**src/rtl/core/iffdf_pkg.sv**
```systemverilog
package iffdf_pkg;

  // register indexes on the configuration port
  localparam logic REG_SHORT_SIZES    = 1'b0;
  localparam logic REG_WITH_FORM_TYPE = 1'b1;

  localparam int unsigned PADDR_W = 3;

  // header byte positions (last index of each header field)
  localparam logic [1:0] HDR_LAST       = 2'd3;
  localparam logic [1:0] LEN_LAST_SHORT = 2'd1;
  localparam logic [1:0] LEN_LAST_LONG  = 2'd3;

  typedef enum logic [3:0] {
    PH_FORM    = 4'b0001,
    PH_ID      = 4'b0010,
    PH_LEN     = 4'b0100,
    PH_PAYLOAD = 4'b1000
  } phase_t;

  typedef struct packed {
    logic short_sizes;
    logic with_form_type;
  } cfg_t;

  typedef struct packed {
    logic [7:0] data_byte;
    logic       end_of_data;
  } byte_item_t;

  typedef struct packed {
    logic [7:0]  payload_byte;
    logic [31:0] chunk_tag;
    logic [31:0] chunk_length;
    logic [31:0] byte_offset;
    logic        chunk_end;
    logic        empty_chunk;
    logic        truncated;
    logic [31:0] form_kind;
  } result_item_t;

endpackage

```
**src/rtl/core/iff_chunk_deframer.sv**
```systemverilog
// IFF chunk deframer: parses an IFF container body one byte per transfer.
// Input channel byte_valid/byte_ready/byte_item carries a data byte and an
// end_of_data flag marking the last byte of a buffer. Output channel
// result_valid/result_ready/result_item carries payload bytes tagged with
// chunk id, declared length, offset and end mark, plus empty-chunk and
// truncation markers; header bytes produce no transfer unless the buffer
// ends inside a header or a zero length completes. Registers on the APB
// port: short_sizes at 0x0 and with_form_type at 0x4; write them only while
// the block is idle.
// A result is valid in the cycle after its byte transfer.
// Throughput: one byte per cycle while byte_ready is high, set by the
// combinational parse step between the parser state and the two-entry
// result buffer. When the receiver stalls, the buffer absorbs up to two
// results and then byte_ready drops until a result transfer frees a slot.
// Reset (synchronous, active high) empties the buffer, sets short_sizes to 0
// and with_form_type to 1 and returns the parser to the form type phase.
module iff_chunk_deframer
  import iffdf_pkg::*;
(
  input  logic               clk,
  input  logic               rst,
  input  logic               psel,
  input  logic               penable,
  input  logic               pwrite,
  input  logic [PADDR_W-1:0] paddr,
  input  logic [31:0]        pwdata,
  output logic [31:0]        prdata,
  output logic               pready,
  input  logic               byte_valid,
  output logic               byte_ready,
  input  byte_item_t         byte_item,
  output logic               result_valid,
  input  logic               result_ready,
  output result_item_t       result_item
);

  cfg_t         cfg;
  logic         step;
  logic         res_valid;
  result_item_t res;
  logic         space;

  assign byte_ready = space;
  assign step       = byte_valid && byte_ready;

  iffdf_regs u_regs (
    .clk     (clk),
    .rst     (rst),
    .psel    (psel),
    .penable (penable),
    .pwrite  (pwrite),
    .paddr   (paddr),
    .pwdata  (pwdata),
    .prdata  (prdata),
    .pready  (pready),
    .cfg     (cfg)
  );

  iffdf_parse u_parse (
    .clk       (clk),
    .rst       (rst),
    .cfg       (cfg),
    .step      (step),
    .item      (byte_item),
    .res_valid (res_valid),
    .res       (res)
  );

  iffdf_obuf u_obuf (
    .clk          (clk),
    .rst          (rst),
    .push         (res_valid),
    .push_data    (res),
    .space        (space),
    .result_valid (result_valid),
    .result_ready (result_ready),
    .result_item  (result_item)
  );

endmodule

```
**src/rtl/core/iffdf_regs.sv**
```systemverilog
module iffdf_regs
  import iffdf_pkg::*;
(
  input  logic               clk,
  input  logic               rst,
  input  logic               psel,
  input  logic               penable,
  input  logic               pwrite,
  input  logic [PADDR_W-1:0] paddr,
  input  logic [31:0]        pwdata,
  output logic [31:0]        prdata,
  output logic               pready,
  output cfg_t               cfg
);

  logic wr_en;
  logic reg_sel;

  assign pready  = 1'b1;
  assign wr_en   = psel && penable && pwrite;
  assign reg_sel = paddr[2];

  // register writes
  always_ff @(posedge clk) begin
    if (rst) begin
      cfg.short_sizes    <= 1'b0;
      cfg.with_form_type <= 1'b1;
    end else if (wr_en) begin
      case (reg_sel)
        REG_SHORT_SIZES:    cfg.short_sizes    <= pwdata[0];
        REG_WITH_FORM_TYPE: cfg.with_form_type <= pwdata[0];
        default: ;
      endcase
    end
  end

  // read mux
  always_comb begin
    case (reg_sel)
      REG_SHORT_SIZES:    prdata = {31'd0, cfg.short_sizes};
      REG_WITH_FORM_TYPE: prdata = {31'd0, cfg.with_form_type};
      default:            prdata = 32'd0;
    endcase
  end

endmodule

```
**src/rtl/core/iffdf_parse.sv**
```systemverilog
module iffdf_parse
  import iffdf_pkg::*;
(
  input  logic         clk,
  input  logic         rst,
  input  cfg_t         cfg,
  input  logic         step,
  input  byte_item_t   item,
  output logic         res_valid,
  output result_item_t res
);

  phase_t      phase, phase_next;
  logic [1:0]  hdr_cnt, hdr_cnt_next;
  logic [31:0] tag, tag_next;
  logic [31:0] len, len_next;
  logic [31:0] left, left_next;
  logic [31:0] offset, offset_next;
  logic [31:0] form_word, form_word_next;

  // one byte of parsing
  always_comb begin
    phase_t      ph;
    logic [1:0]  hc;
    logic [1:0]  len_last;
    logic [31:0] left_dec;
    logic        last_byte;
    logic        eod;
    logic [7:0]  b;

    b        = item.data_byte;
    eod      = item.end_of_data;
    ph       = phase;
    hc       = hdr_cnt;
    len_last = cfg.short_sizes ? LEN_LAST_SHORT : LEN_LAST_LONG;
    left_dec = left - 32'd1;
    last_byte = (left_dec == 32'd0);

    phase_next     = phase;
    hdr_cnt_next   = hdr_cnt;
    tag_next       = tag;
    len_next       = len;
    left_next      = left;
    offset_next    = offset;
    form_word_next = form_word;

    res_valid        = 1'b0;
    res.payload_byte = 8'd0;
    res.byte_offset  = 32'd0;
    res.chunk_end    = 1'b0;
    res.empty_chunk  = 1'b0;
    res.truncated    = 1'b0;

    // form type skipped: byte is the first id byte
    if (phase == PH_FORM && !cfg.with_form_type) begin
      ph = PH_ID;
      hc = 2'd0;
    end

    case (ph)
      PH_FORM: begin
        form_word_next = (hc == 2'd0) ? {24'd0, b} : {form_word[23:0], b};
        if (hc == HDR_LAST) begin
          phase_next   = PH_ID;
          hdr_cnt_next = 2'd0;
        end else begin
          hdr_cnt_next = hc + 2'd1;
          res_valid     = eod;
          res.truncated = 1'b1;
        end
      end
      PH_ID: begin
        tag_next = (hc == 2'd0) ? {24'd0, b} : {tag[23:0], b};
        if (hc == HDR_LAST) begin
          phase_next   = PH_LEN;
          hdr_cnt_next = 2'd0;
        end else begin
          phase_next   = PH_ID;
          hdr_cnt_next = hc + 2'd1;
        end
        res_valid     = eod;
        res.truncated = 1'b1;
      end
      PH_LEN: begin
        len_next = (hc == 2'd0) ? {24'd0, b} : {len[23:0], b};
        if (hc >= len_last) begin
          hdr_cnt_next = 2'd0;
          if (len_next == 32'd0) begin
            // zero-length chunk marker
            phase_next      = PH_ID;
            res_valid       = 1'b1;
            res.chunk_end   = 1'b1;
            res.empty_chunk = 1'b1;
          end else begin
            phase_next    = PH_PAYLOAD;
            left_next     = len_next;
            offset_next   = 32'd0;
            res_valid     = eod;
            res.truncated = 1'b1;
          end
        end else begin
          hdr_cnt_next  = hc + 2'd1;
          res_valid     = eod;
          res.truncated = 1'b1;
        end
      end
      PH_PAYLOAD: begin
        left_next        = left_dec;
        offset_next      = offset + 32'd1;
        res_valid        = 1'b1;
        res.payload_byte = b;
        res.byte_offset  = offset;
        res.chunk_end    = last_byte;
        res.truncated    = eod && !last_byte;
        if (last_byte) begin
          phase_next   = PH_ID;
          hdr_cnt_next = 2'd0;
        end
      end
      default: begin
        phase_next = PH_FORM;
      end
    endcase

    // result carries tag and length as updated by this byte
    res.chunk_tag    = tag_next;
    res.chunk_length = len_next;
    res.form_kind    = form_word_next;
    res_valid        = res_valid && step;

    // end of buffer restarts the parse
    if (eod) begin
      phase_next   = PH_FORM;
      hdr_cnt_next = 2'd0;
      tag_next     = 32'd0;
      len_next     = 32'd0;
      left_next    = 32'd0;
      offset_next  = 32'd0;
    end
  end

  // parser state
  always_ff @(posedge clk) begin
    if (rst) begin
      phase     <= PH_FORM;
      hdr_cnt   <= 2'd0;
      tag       <= 32'd0;
      len       <= 32'd0;
      left      <= 32'd0;
      offset    <= 32'd0;
      form_word <= 32'd0;
    end else if (step) begin
      phase     <= phase_next;
      hdr_cnt   <= hdr_cnt_next;
      tag       <= tag_next;
      len       <= len_next;
      left      <= left_next;
      offset    <= offset_next;
      form_word <= form_word_next;
    end
  end

  // checks
  a_restart: assert property (@(posedge clk) disable iff (rst)
    step && item.end_of_data |=> phase == PH_FORM && hdr_cnt == 2'd0)
    else $error("parser did not restart after end of buffer");

  a_left_nonzero: assert property (@(posedge clk) disable iff (rst)
    phase == PH_PAYLOAD |-> left != 32'd0)
    else $error("payload phase with no bytes left");

  a_empty_marker: assert property (@(posedge clk) disable iff (rst)
    res_valid && res.empty_chunk |-> res.chunk_end && !res.truncated
      && res.chunk_length == 32'd0)
    else $error("malformed empty chunk marker");

endmodule

```
**src/rtl/core/iffdf_obuf.sv**
```systemverilog
module iffdf_obuf
  import iffdf_pkg::*;
(
  input  logic         clk,
  input  logic         rst,
  input  logic         push,
  input  result_item_t push_data,
  output logic         space,
  output logic         result_valid,
  input  logic         result_ready,
  output result_item_t result_item
);

  result_item_t slot [2];
  logic         wr_ptr;
  logic         rd_ptr;
  logic [1:0]   count;
  logic         pop;

  assign pop          = result_valid && result_ready;
  assign result_valid = (count != 2'd0);
  assign space        = (count != 2'd2);
  assign result_item  = slot[rd_ptr];

  // storage write
  always_ff @(posedge clk) begin
    if (push) begin
      slot[wr_ptr] <= push_data;
    end
  end

  // pointers and fill count
  always_ff @(posedge clk) begin
    if (rst) begin
      wr_ptr <= 1'b0;
      rd_ptr <= 1'b0;
      count  <= 2'd0;
    end else begin
      if (push) begin
        wr_ptr <= !wr_ptr;
      end
      if (pop) begin
        rd_ptr <= !rd_ptr;
      end
      case ({push, pop})
        2'b10:   count <= count + 2'd1;
        2'b01:   count <= count - 2'd1;
        default: count <= count;
      endcase
    end
  end

endmodule

```
**config.mk**
```make
export PLATFORM = sky130hd
export DESIGN_NAME = iff_chunk_deframer
export DESIGN_NICKNAME = d
export VERILOG_FILES = /design/src/rtl/core/iffdf_pkg.sv /design/src/rtl/core/iff_chunk_deframer.sv /design/src/rtl/core/iffdf_regs.sv /design/src/rtl/core/iffdf_parse.sv /design/src/rtl/core/iffdf_obuf.sv
export SDC_FILE = /design/constraint.sdc
export NUM_CORES = 1
export LEC_CHECK = 0
export BUFFER_PORTS_ARGS = -buffer_cell sky130_fd_sc_hd__buf_2
export CAP_MARGIN = 20
export CORE_UTILIZATION = 49
export CTS_CLUSTER_DIAMETER = 40
export DETAILED_ROUTE_END_ITERATION = 10
export PLACE_DENSITY = 0.69
export SYNTH_ARGS = -nofsm -noshare
export SYNTH_HDL_FRONTEND = slang
export SYNTH_HIERARCHICAL = 1
export SYNTH_SLANG_ARGS = --single-unit
```
**constraint.sdc**
```tcl
create_clock -name clk -period 12.3 [get_ports clk]
set_input_delay 2.46 -clock clk [delete_from_list [all_inputs] [get_ports clk]]
set_output_delay 2.46 -clock clk [all_outputs]
set_load 0.005 [all_outputs]
```
Yosys cells after proc, flatten, opt, wreduce, memory -nomap -nowiden
Memory sizes are Yosys's and may differ from the RTL's. A register that Yosys moved wholly into a read port is not among the register bits. Index checks and enable logic that the tools add are counted.

Register bits after elaboration: 172. Bits in writable memories: 278. Input port bits: 51. Output and inout port bits: 174. Word-level logic and storage cells: 108. Memories: 1.

Memories: u_obuf.slot (words 2, bits a word 139, read ports 1, clocked after memory_dff 1, write ports 1, RTL line iffdf_obuf.sv:14) `result_item_t slot [2];`.

Add/sub/neg operators: 5. Magnitude comparators: 1. Equal/unequal tests: 13. Muxes and demuxes: 51. Bitwise logic cells: 1. Reductions and logical operators: 24.

Operators by type and width (number): two-way mux 32 bit (15); case mux 32 bit (2 select lines) (3); logical NOT 32 bit (2); adder 32 x 1 -> 32 bit (second input constant) (1); subtractor 32 x 1 -> 32 bit (second input constant) (1); two-way mux 4 bit (6); two-way mux 2 bit (8); case mux 4 bit (4 select lines) (1); two-way mux 1 bit (11); inequality test 3 x 2 -> 1 bit (second input constant) (3); == test 4 x 1 -> 1 bit (second input constant) (2); two-way mux 8 bit (1); case mux 1 bit (4 select lines) (2); AND reduction 4 bit (2); logical AND 1 bit (7); case mux 2 bit (3 select lines) (1); adder 2 x 1 -> 2 bit (second input constant) (2); == test 2 bit (second input constant) (2); == test 4 x 2 -> 1 bit (second input constant) (1); == test 4 x 3 -> 1 bit (second input constant) (1); == test 4 bit (second input constant) (1); logical NOT 1 bit (4); case mux 2 bit (2 select lines) (1); AND reduction 2 bit (2); other kinds (14) (15).

Depth between registers and ports, before layout
Gate-level depths: netlist of the first run.

Depth after elaboration: 12. Mapped depth: 17. Mapped depth without buffers: 16.

Hierarchy
The synthesis of the first run kept the hierarchy.

Modules (own cells, without submodules): iffdf_obuf (times used 1, cells each 455, area each 10228.6 µm², seq. area each 8448.1 µm²); iffdf_parse (times used 1, cells each 1319, area each 9605.5 µm², seq. area each 3323.2 µm²); iffdf_regs (times used 1, cells each 45, area each 354.1 µm², seq. area each 40.0 µm²); iff_chunk_deframer (times used 1, cells each 1, area each 6.3 µm², seq. area each 0.0 µm²).

Worst setup path before layout of the first run
Ideal clock, no wire load.

Path type: input to register. Start: in byte_item[8] (netlist bit). End: mem u_obuf/slot[0][0] (netlist bit), enable pin. Setup time: 0.639 ns. Arrival time: 10.074 ns. Required time: 11.661 ns. Setup slack: 1.587 ns. Cell stages on the path: 8. Buffers on the path: 0. Cell sequence: or4_1 > nor2_1 > nand2_1 > or3_1 > a22o_1 > a221oi_1 > inv_1 > nor2_1.

Longest elaborated chain between the ends: 8.

RTL lines: start, declared (RTL line iff_chunk_deframer.sv:31) `input byte_item_t byte_item,`; two-way mux 32 bit (RTL line iffdf_parse.sv:85) `len_next = (hc == 2'd0) ? {24'd0, b} : {len[23:0], b};`; logical NOT 32 bit (RTL line iffdf_parse.sv:88) `if (len_next == 32'd0) begin`; two-way mux 1 bit (RTL line iffdf_parse.sv:88); two-way mux 1 bit (RTL line iffdf_parse.sv:86) `if (hc >= len_last) begin`; case mux 1 bit (4 select lines) (RTL line iffdf_parse.sv:60) `case (ph)`; logical AND 1 bit (RTL line iffdf_parse.sv:129) `res_valid = res_valid && step;`; net res_valid (RTL line iff_chunk_deframer.sv:39) `logic res_valid;`; two-way mux 1 bit (RTL line iffdf_obuf.sv:27) `if (push) begin`; two-way mux 1 bit (implied by the code) (RTL line iffdf_obuf.sv:28) `slot[wr_ptr] <= push_data;`; end, declared (RTL line iffdf_obuf.sv:14).

The timed path passes the listed nets, and every way through them passes these cells.

Worst setup path after layout of the first run
Start: in byte_item[8] (netlist bit). End: mem u_obuf/slot[1][77] (netlist bit), enable pin.

The elaborated chain is that of the path after synthesis.

==> metrics, run 1 <==
synthesized netlist cell count=~1800; Data required, critical path=about 13 ns; max-slew violation total from the final report=0; Clock Latency Late Sink=between 0.6 and 0.7 ns; Post-Synthesis Cell Area=0.0202 mm^2; highest-delay cell along the critical path=sky130_fd_sc_hd__and2_4; Avg WL per Cell=~19 um; leading cell type in the layout, fill and taps excluded=sky130_fd_sc_hd__edfxtp_1; Register Area=0.0118 mm^2; diode count=0; commonest cells after routing, fill and taps aside=sky130_fd_sc_hd__edfxtp_1 (278), sky130_fd_sc_hd__nand2_1 (219), sky130_fd_sc_hd__dfxtp_1 (172); count of H-tree levels built during CTS=2; Placed Cells incl. Taps=2407; GRT Util Overall=0.228; peak per-stage delay on the critical path=0.79 ns; Rel. slew slack=0.248; overall via count from detail_route=about 14000; actual transition at the worst max-transition pin=1.12 ns; number of top-level pins=225; type of the worst setup path=input pin to flip-flop; die footprint=between 0.04 and 0.05 mm^2; global-route layer with the greatest usage=met2; final std cells w/o fill=2518; max-cap check violation count=0; Avg Inst Size Synth=approximately 11 um^2; pwr/cell area=~170 mW/mm^2; number of antenna violations at the first check in global routing=0; core region area=0.0407 mm^2; number of DRC violations after detailed-routing iteration 0=1078; Final HPWL DP=between 20000 and 30000 um; Hold Buf Count CTS=0; Max Fclk=156 MHz; number of buffers added by the clock tree synthesis step=between 50 and 60; via/cell ratio=roughly 5.7; cell seen most often among critical-path stages=sky130_fd_sc_hd__buf_4; wire length reported by the detailed router=just under 50000 um; initial cell density of the core=0.496; predominant post-synthesis flop cell=sky130_fd_sc_hd__edfxtp_1; type of the worst min-delay path=flip-flop to flip-flop; flops & latches, synth=about 450; data arrival time of the worst path=between 6 and 7 ns; buffer depth of the longest clock path=3; endpoint kind of the worst setup timing path=flip-flop; vias in the first global route=13400; Clock Skew=about 0.035 ns; Reg-to-Reg End=u_obuf/slot[1][77]; Final Hold Vio Count=0; maximum number of pins on one net before global-route repair=between 100 and 150; number of search-and-repair iterations in the first detailed-routing pass=5; area of the multi-input gates=around 0.0077 mm^2; minimum setup slack among reg-to-reg paths=6.20 ns; reg2reg path depth=13; cells resized by post-CTS repair=0; Setup TNS Final=0 ns; number of synthesized flops with an enable pin=278; proportion of register bits with asynchronous set or reset after synthesis=0; status=finished clean; Die X-Extent=205 um; worst hold path depth=2; sequential cell area fraction in the yosys report=0.585; met2 routing resource usage after global routing=0.369; Clock Sink Count=between 400 and 500; Peak VDD IR=0.124 mV; clock transition at the registers of the reported paths=0.06 ns; origin of the critical flop-to-flop path=u_parse/phase[0]; RSZ-0062 raised after global routing=no; ordered list of cells on the worst path=buf_2, or4_1, nor2_1, nand2_1, or3_1, a22o_1, a221oi_1, and2_4, buf_4, buf_4; final cycle utilization of the critical path=0.521; buffer cell driving the clock tree root=sky130_fd_sc_hd__clkbuf_16; count of fill cells added during filler insertion=around 3400; Final Net Count=approximately 2000; Setup Buffers After CTS=0; TritonCTS clock tree=built; sort of element at the start of the critical path=input pin; layout cell share with drive strength beyond 1=0.238; minimum clock period=approximately 6.4 ns; Port Buffer Count=~160; fraction of met1 tracks used by global routing=0.312; floorplan die height=205 um; worst min-delay path endpoint=u_parse/form_word[28]; leakage power summed over all cells=approximately 0.008 uW; yosys warns=6; antenna viol nets, final=0; Worst Path Max Fanout=between 60 and 70; number of placement rows=74; wire length of the first global-routing pass=around 75000 um; final number of setup-violating endpoints=0; Final Core Density=0.572; Area Overhead vs Synth=15.3%; met3 global-route usage=0.0428; grt ovf=0; remaining routing DRC violations=0; start point of the worst hold path=u_parse/form_word[28]; Overall Power=4060 uW; number of unique standard cell types used by synthesis=74; weighted congestion reported at the end of routability-driven placement=around 0.87
-- cells by family after synthesis --
group / count (synthesis) / share of synthesized area
compound gates: 349 / 0.107
xor+xnor: 26 / 0.0113
flops: 451 / 0.585
simple gates: 646 / 0.160
fa+ha+maj: 7 / 0.00434
buf+inv: 173 / 0.0406
mux: 166 / 0.0919
other cells: 2 / 0.000372
-- stage by stage --
step / setup WS, ns / hold WS (ns) / cell area, um^2
final: 5.89 / 0.469 / 23300
after floorplan: 1.59 / 0.441 / 20300
after global routing: 5.60 / 0.488 / 23300
after global placement: 5.23 / 0.449 / 21300
after CTS: 5.83 / 0.469 / 23300
after detailed placement: 5.19 / 0.459 / 21300
-- sequential cells by signal (all words and copies together) (netlist names), named ones only --
| name | cells |
|---|---|
| u_obuf/slot | 278 |
| u_parse/form_word | 32 |
| u_parse/left | 32 |
| u_parse/len | 32 |
| u_parse/offset | 32 |
| u_parse/tag | 32 |
| u_parse/phase | 4 |
| u_obuf/count | 2 |
| u_parse/hdr_cnt | 2 |
| u_regs/cfg | 2 |
| u_obuf/rd_ptr | 1 |
| u_obuf/wr_ptr | 1 |
-- worst max-delay path, delay by kind of cell --
| family | cells | cell delay, ns |
|---|---|---|
| and+or+nand+nor | 5 | 2.05 |
| buffers and inverters | 3 | 1.34 |
| AOI/OAI and AO/OA | 2 | 0.72 |
-- routing by layer --
layer / routed length [um] / share of wire
met1: 20900 / 0.43
met2: 23300 / 0.48
met3: 2890 / 0.060
met4: 1150 / 0.024
met5: 0 / 0
-- Yosys cell counts (3+ instances only) --
master / n / area [um^2]
sky130_fd_sc_hd__a21boi_0: 3 / 22.5
sky130_fd_sc_hd__a21oi_1: 87 / 435
sky130_fd_sc_hd__a221oi_1: 7 / 61.3
sky130_fd_sc_hd__a22oi_1: 63 / 473
sky130_fd_sc_hd__a31oi_1: 7 / 43.8
sky130_fd_sc_hd__a32o_1: 4 / 40.0
sky130_fd_sc_hd__and2_1: 42 / 263
sky130_fd_sc_hd__and3_1: 9 / 56.3
sky130_fd_sc_hd__and4_1: 4 / 35.0
sky130_fd_sc_hd__buf_1: 4 / 15.0
sky130_fd_sc_hd__buf_2: 7 / 35.0
sky130_fd_sc_hd__buf_4: 43 / 323
sky130_fd_sc_hd__clkbuf_1: 102 / 383
sky130_fd_sc_hd__dfxtp_1: 173 / 3460
sky130_fd_sc_hd__edfxtp_1: 278 / 8350
sky130_fd_sc_hd__ha_1: 7 / 87.6
sky130_fd_sc_hd__inv_1: 16 / 60.1
sky130_fd_sc_hd__mux2_2: 156 / 1760
sky130_fd_sc_hd__mux2i_1: 10 / 100
sky130_fd_sc_hd__nand2_1: 220 / 826
sky130_fd_sc_hd__nand2b_1: 76 / 475
sky130_fd_sc_hd__nand3_1: 25 / 125
sky130_fd_sc_hd__nand3b_1: 9 / 67.6
sky130_fd_sc_hd__nand4_1: 18 / 113
sky130_fd_sc_hd__nand4b_1: 4 / 35.0
sky130_fd_sc_hd__nor2_1: 140 / 526
sky130_fd_sc_hd__nor3_1: 21 / 105
sky130_fd_sc_hd__nor4_1: 18 / 113
sky130_fd_sc_hd__o2111ai_1: 13 / 114
sky130_fd_sc_hd__o211ai_1: 9 / 67.6
sky130_fd_sc_hd__o21a_1: 4 / 30.0
sky130_fd_sc_hd__o21ai_0: 118 / 591
sky130_fd_sc_hd__o31ai_1: 12 / 90.1
sky130_fd_sc_hd__or3_1: 25 / 156
sky130_fd_sc_hd__or4_1: 14 / 105
sky130_fd_sc_hd__xnor2_1: 10 / 87.6
sky130_fd_sc_hd__xor2_1: 16 / 140
-- area by class of cell --
class,instances,area share
Multi-Input combinational cell,1226,0.333
Tap cell,532,0.0286
Timing Repair Buffer,182,0.0434
Inverter,17,0.00274
Clock inverter,40,0.0170
Sequential cell,451,0.507
Clock buffer,70,0.0683
-- worst max path at each step --
stage	from	to	slack (ns)
after floorplan	byte_item[8]	u_obuf/slot[0][0]	1.59
after global placement	byte_item[8]	u_obuf/slot[1][67]	5.23
after detailed placement	byte_item[8]	u_obuf/slot[1][67]	5.19
after CTS	byte_item[8]	u_obuf/slot[1][113]	5.83
after global routing	byte_item[8]	u_obuf/slot[1][129]	5.60
final	byte_item[8]	u_obuf/slot[1][77]	5.89
-- report_power, final --
group          internal (uW)  total, uW  switching, uW
registers               1690       1720           34.3
clock network           1010       1700            689
logic                    277        645            368
total                   2970       4060           1090
(Power assumes the default switching activity.)
==> run 2: changes to the inputs <==
PLACE_DENSITY = 0.71   (was 0.69)
clock period = 5.2 ns   (was 12.3 ns; I/O delays follow)
==> metrics, run 2 (synthesized netlist as in run 1, its figures left out) <==
leading cell type in the layout, fill and taps excluded=sky130_fd_sc_hd__edfxtp_1; initial cell density of the core=0.496 (unchanged); number of top-level pins=225 (unchanged); post-route standard cell area excluding fillers=0.0234 mm^2 (+0.40%); Rel. slew slack=0.283 (+0.0359); max-cap check violation count=0 (unchanged); Final Net Count=2002 (+0.40%); origin of the critical flop-to-flop path=u_parse/phase[0]; status=finished clean; final number of setup-violating endpoints=0 (unchanged); maximum number of pins on one net before global-route repair=92 (-34%); floorplan die height=205 um (unchanged); wire length reported by the detailed router=48900 um (+1.3%); count of H-tree levels built during CTS=2 (unchanged); leakage power summed over all cells=0.00819 uW (+0.44%); vias in the first global route=13600 (+2.2%); diode count=0 (unchanged); overall via count from detail_route=14500 (+1.9%); weighted congestion reported at the end of routability-driven placement=0.863 (-0.95%); number of buffers added by the clock tree synthesis step=56 (-3.4%); Clock Latency Late Sink=0.60 ns (about the same); remaining routing DRC violations=0 (unchanged); buffer depth of the longest clock path=3 (unchanged); Worst Path Max Fanout=41 (-33%); actual transition at the worst max-transition pin=1.07 ns (-0.0496 ns); layout cell share with drive strength beyond 1=0.243 (+0.00505); number of DRC violations after detailed-routing iteration 0=1222 (+13%); antenna viol nets, final=0 (unchanged); Data required, critical path=5.47 ns (-7.07 ns); Die X-Extent=205 um (unchanged); TritonCTS clock tree=built; die footprint=0.0420 mm^2 (unchanged); wire length of the first global-routing pass=75600 um (+0.97%); minimum setup slack among reg-to-reg paths=0.85 ns (-5.35 ns); count of fill cells added during filler insertion=3354 (-2.2%); flip-flop count of the largest register after layout=278 (unchanged); number of antenna violations at the first check in global routing=0 (unchanged); clock transition at the registers of the reported paths=0.06 ns (about the same); Peak VDD IR=0.248 mV (+100%); type of the worst min-delay path=flip-flop to flip-flop; grt ovf=0 (unchanged); minimum clock period=about 4.3 ns; via/cell ratio=5.76 (+1.7%); type of the worst setup path=flip-flop to flip-flop; max-slew violation total from the final report=0 (unchanged); Setup Buffers After CTS=0 (unchanged); Port Buffer Count=159 (unchanged); Avg WL per Cell=19.4 um (+1.1%); buffer cell driving the clock tree root=sky130_fd_sc_hd__clkbuf_16; Hold Buf Count CTS=0 (unchanged); Overall Power=9540 uW (+130%); cells resized by post-CTS repair=0 (unchanged); number of search-and-repair iterations in the first detailed-routing pass=6 (+1); Critical Path Start=u_parse/phase[0]; reg2reg path depth=14 (+1); CP endpoint=u_obuf/slot[0][76]; Final Hold Vio Count=0 (unchanged); endpoint kind of the worst setup timing path=flip-flop; number of placement rows=74 (unchanged); Clock Sink Count=451 (unchanged); pwr/cell area=408 mW/mm^2 (+130%); area after detailed placement=0.0215 mm^2 (+0.84%); Placed Cells incl. Taps=2418 (+0.46%); RSZ-0062 raised after global routing=no; Clock Skew=0.0211 ns (-0.0141 ns); Reg-to-Reg End=u_obuf/slot[0][76]; data arrival time of the worst path=4.61 ns (-2.04 ns); core region area=0.0407 mm^2 (unchanged); GRT Util Overall=0.229 (+0.00102); final std cells w/o fill=2522 (+0.16%); Final HPWL DP=31100 um (+4.3%); register containing the most flip-flops in the final layout=u_obuf/slot; final cycle utilization of the critical path=0.836; Area Overhead vs Synth=15.8%; commonest cells after routing, fill and taps aside=sky130_fd_sc_hd__edfxtp_1 (278), sky130_fd_sc_hd__nand2_1 (218), sky130_fd_sc_hd__dfxtp_1 (172); Max Fclk=230 MHz; sort of element at the start of the critical path=flip-flop
-- run 2: changes by cell type in the layout (fill, tap and decap cells not counted), moves of 2 or more --
cell | previous run | this run
sky130_fd_sc_hd__inv_6 | 14 | 6
sky130_fd_sc_hd__buf_12 | 1 | 7
sky130_fd_sc_hd__buf_4 | 21 | 27
sky130_fd_sc_hd__clkinv_4 | 2 | 6
sky130_fd_sc_hd__inv_8 | 4 | 7
sky130_fd_sc_hd__clkbuf_8 | 3 | 1
sky130_fd_sc_hd__clkinv_8 | 2 | 0
sky130_fd_sc_hd__or4_1 | 14 | 12
sky130_fd_sc_hd__or4_4 | 0 | 2
-- run 2: worst max-delay path: stages (launching register included) --
cell and delay (ns):
sky130_fd_sc_hd__dfxtp_1 0.55, sky130_fd_sc_hd__nor4b_2 0.51, sky130_fd_sc_hd__nand2_1 0.10, sky130_fd_sc_hd__nand2_1 0.11
sky130_fd_sc_hd__inv_1 0.07, sky130_fd_sc_hd__ha_1 0.28, sky130_fd_sc_hd__nand2_1 0.05, sky130_fd_sc_hd__a21oi_1 0.21
sky130_fd_sc_hd__nor2_1 0.14, sky130_fd_sc_hd__or3_4 0.39, sky130_fd_sc_hd__a22o_1 0.21, sky130_fd_sc_hd__a221oi_2 0.36
sky130_fd_sc_hd__inv_1 0.15, sky130_fd_sc_hd__nor2_4 0.52, sky130_fd_sc_hd__buf_12 0.33
-- run 2: worst min-delay path by stage --
stage                     depth (start not counted)  slack, ns             startpoint               endpoint
final                                             2       0.47  u_parse/form_word[30]  u_parse/form_word[30]
after global routing                              2       0.48  u_parse/form_word[31]  u_parse/form_word[31]
after CTS                                         2       0.47  u_parse/form_word[31]  u_parse/form_word[31]
after detailed placement                          2       0.46  u_parse/form_word[31]  u_parse/form_word[31]
after global placement                            2       0.45        u_parse/len[30]        u_parse/len[30]
after floorplan                                   2       0.44        u_parse/len[30]        u_parse/len[30]
-- run 2: stage by stage --
step	setup slack, ns	util	TNS, ns	hold WS (ns)
4_1_cts	0.833	0.574	0	0.468
5_1_grt	0.437	0.574	0	0.480
6_report	0.854	0.574	0	0.468
3_5_place_dp	0.831	0.527	0	0.459
3_3_place_gp	0.879	0.527	0	0.449
2_1_floorplan	-0.0434	-	-6.04	0.441
-- run 2: cell type report --
cell class / count / area [um^2] / share of cell area
clock buffer: 66 / 1530 / 0.0656
clock inverter: 38 / 394 / 0.0169
inverter: 17 / 63.8 / 0.00273
multi-input combinational: 1226 / 7770 / 0.332
sequential: 451 / 11800 / 0.505
tap: 532 / 666 / 0.0285
timing repair buffer: 192 / 1130 / 0.0485
-- run 2: power breakdown --
group          switching (uW)  internal (uW)  leakage [uW]
registers                 131           3980       0.00393
clock network            1600           2320      0.000941
logic                     834            674       0.00331
-- run 2: metal layers --
metal / vias up / GRT usage / wire, um
met5: - / 0 / 0
met4: 0 / 0.0921 / 1610
met3: 101 / 0.0334 / 3000
met2: 528 / 0.372 / 23500
met1: 7050 / 0.309 / 20800
li1: 6836 / - / -
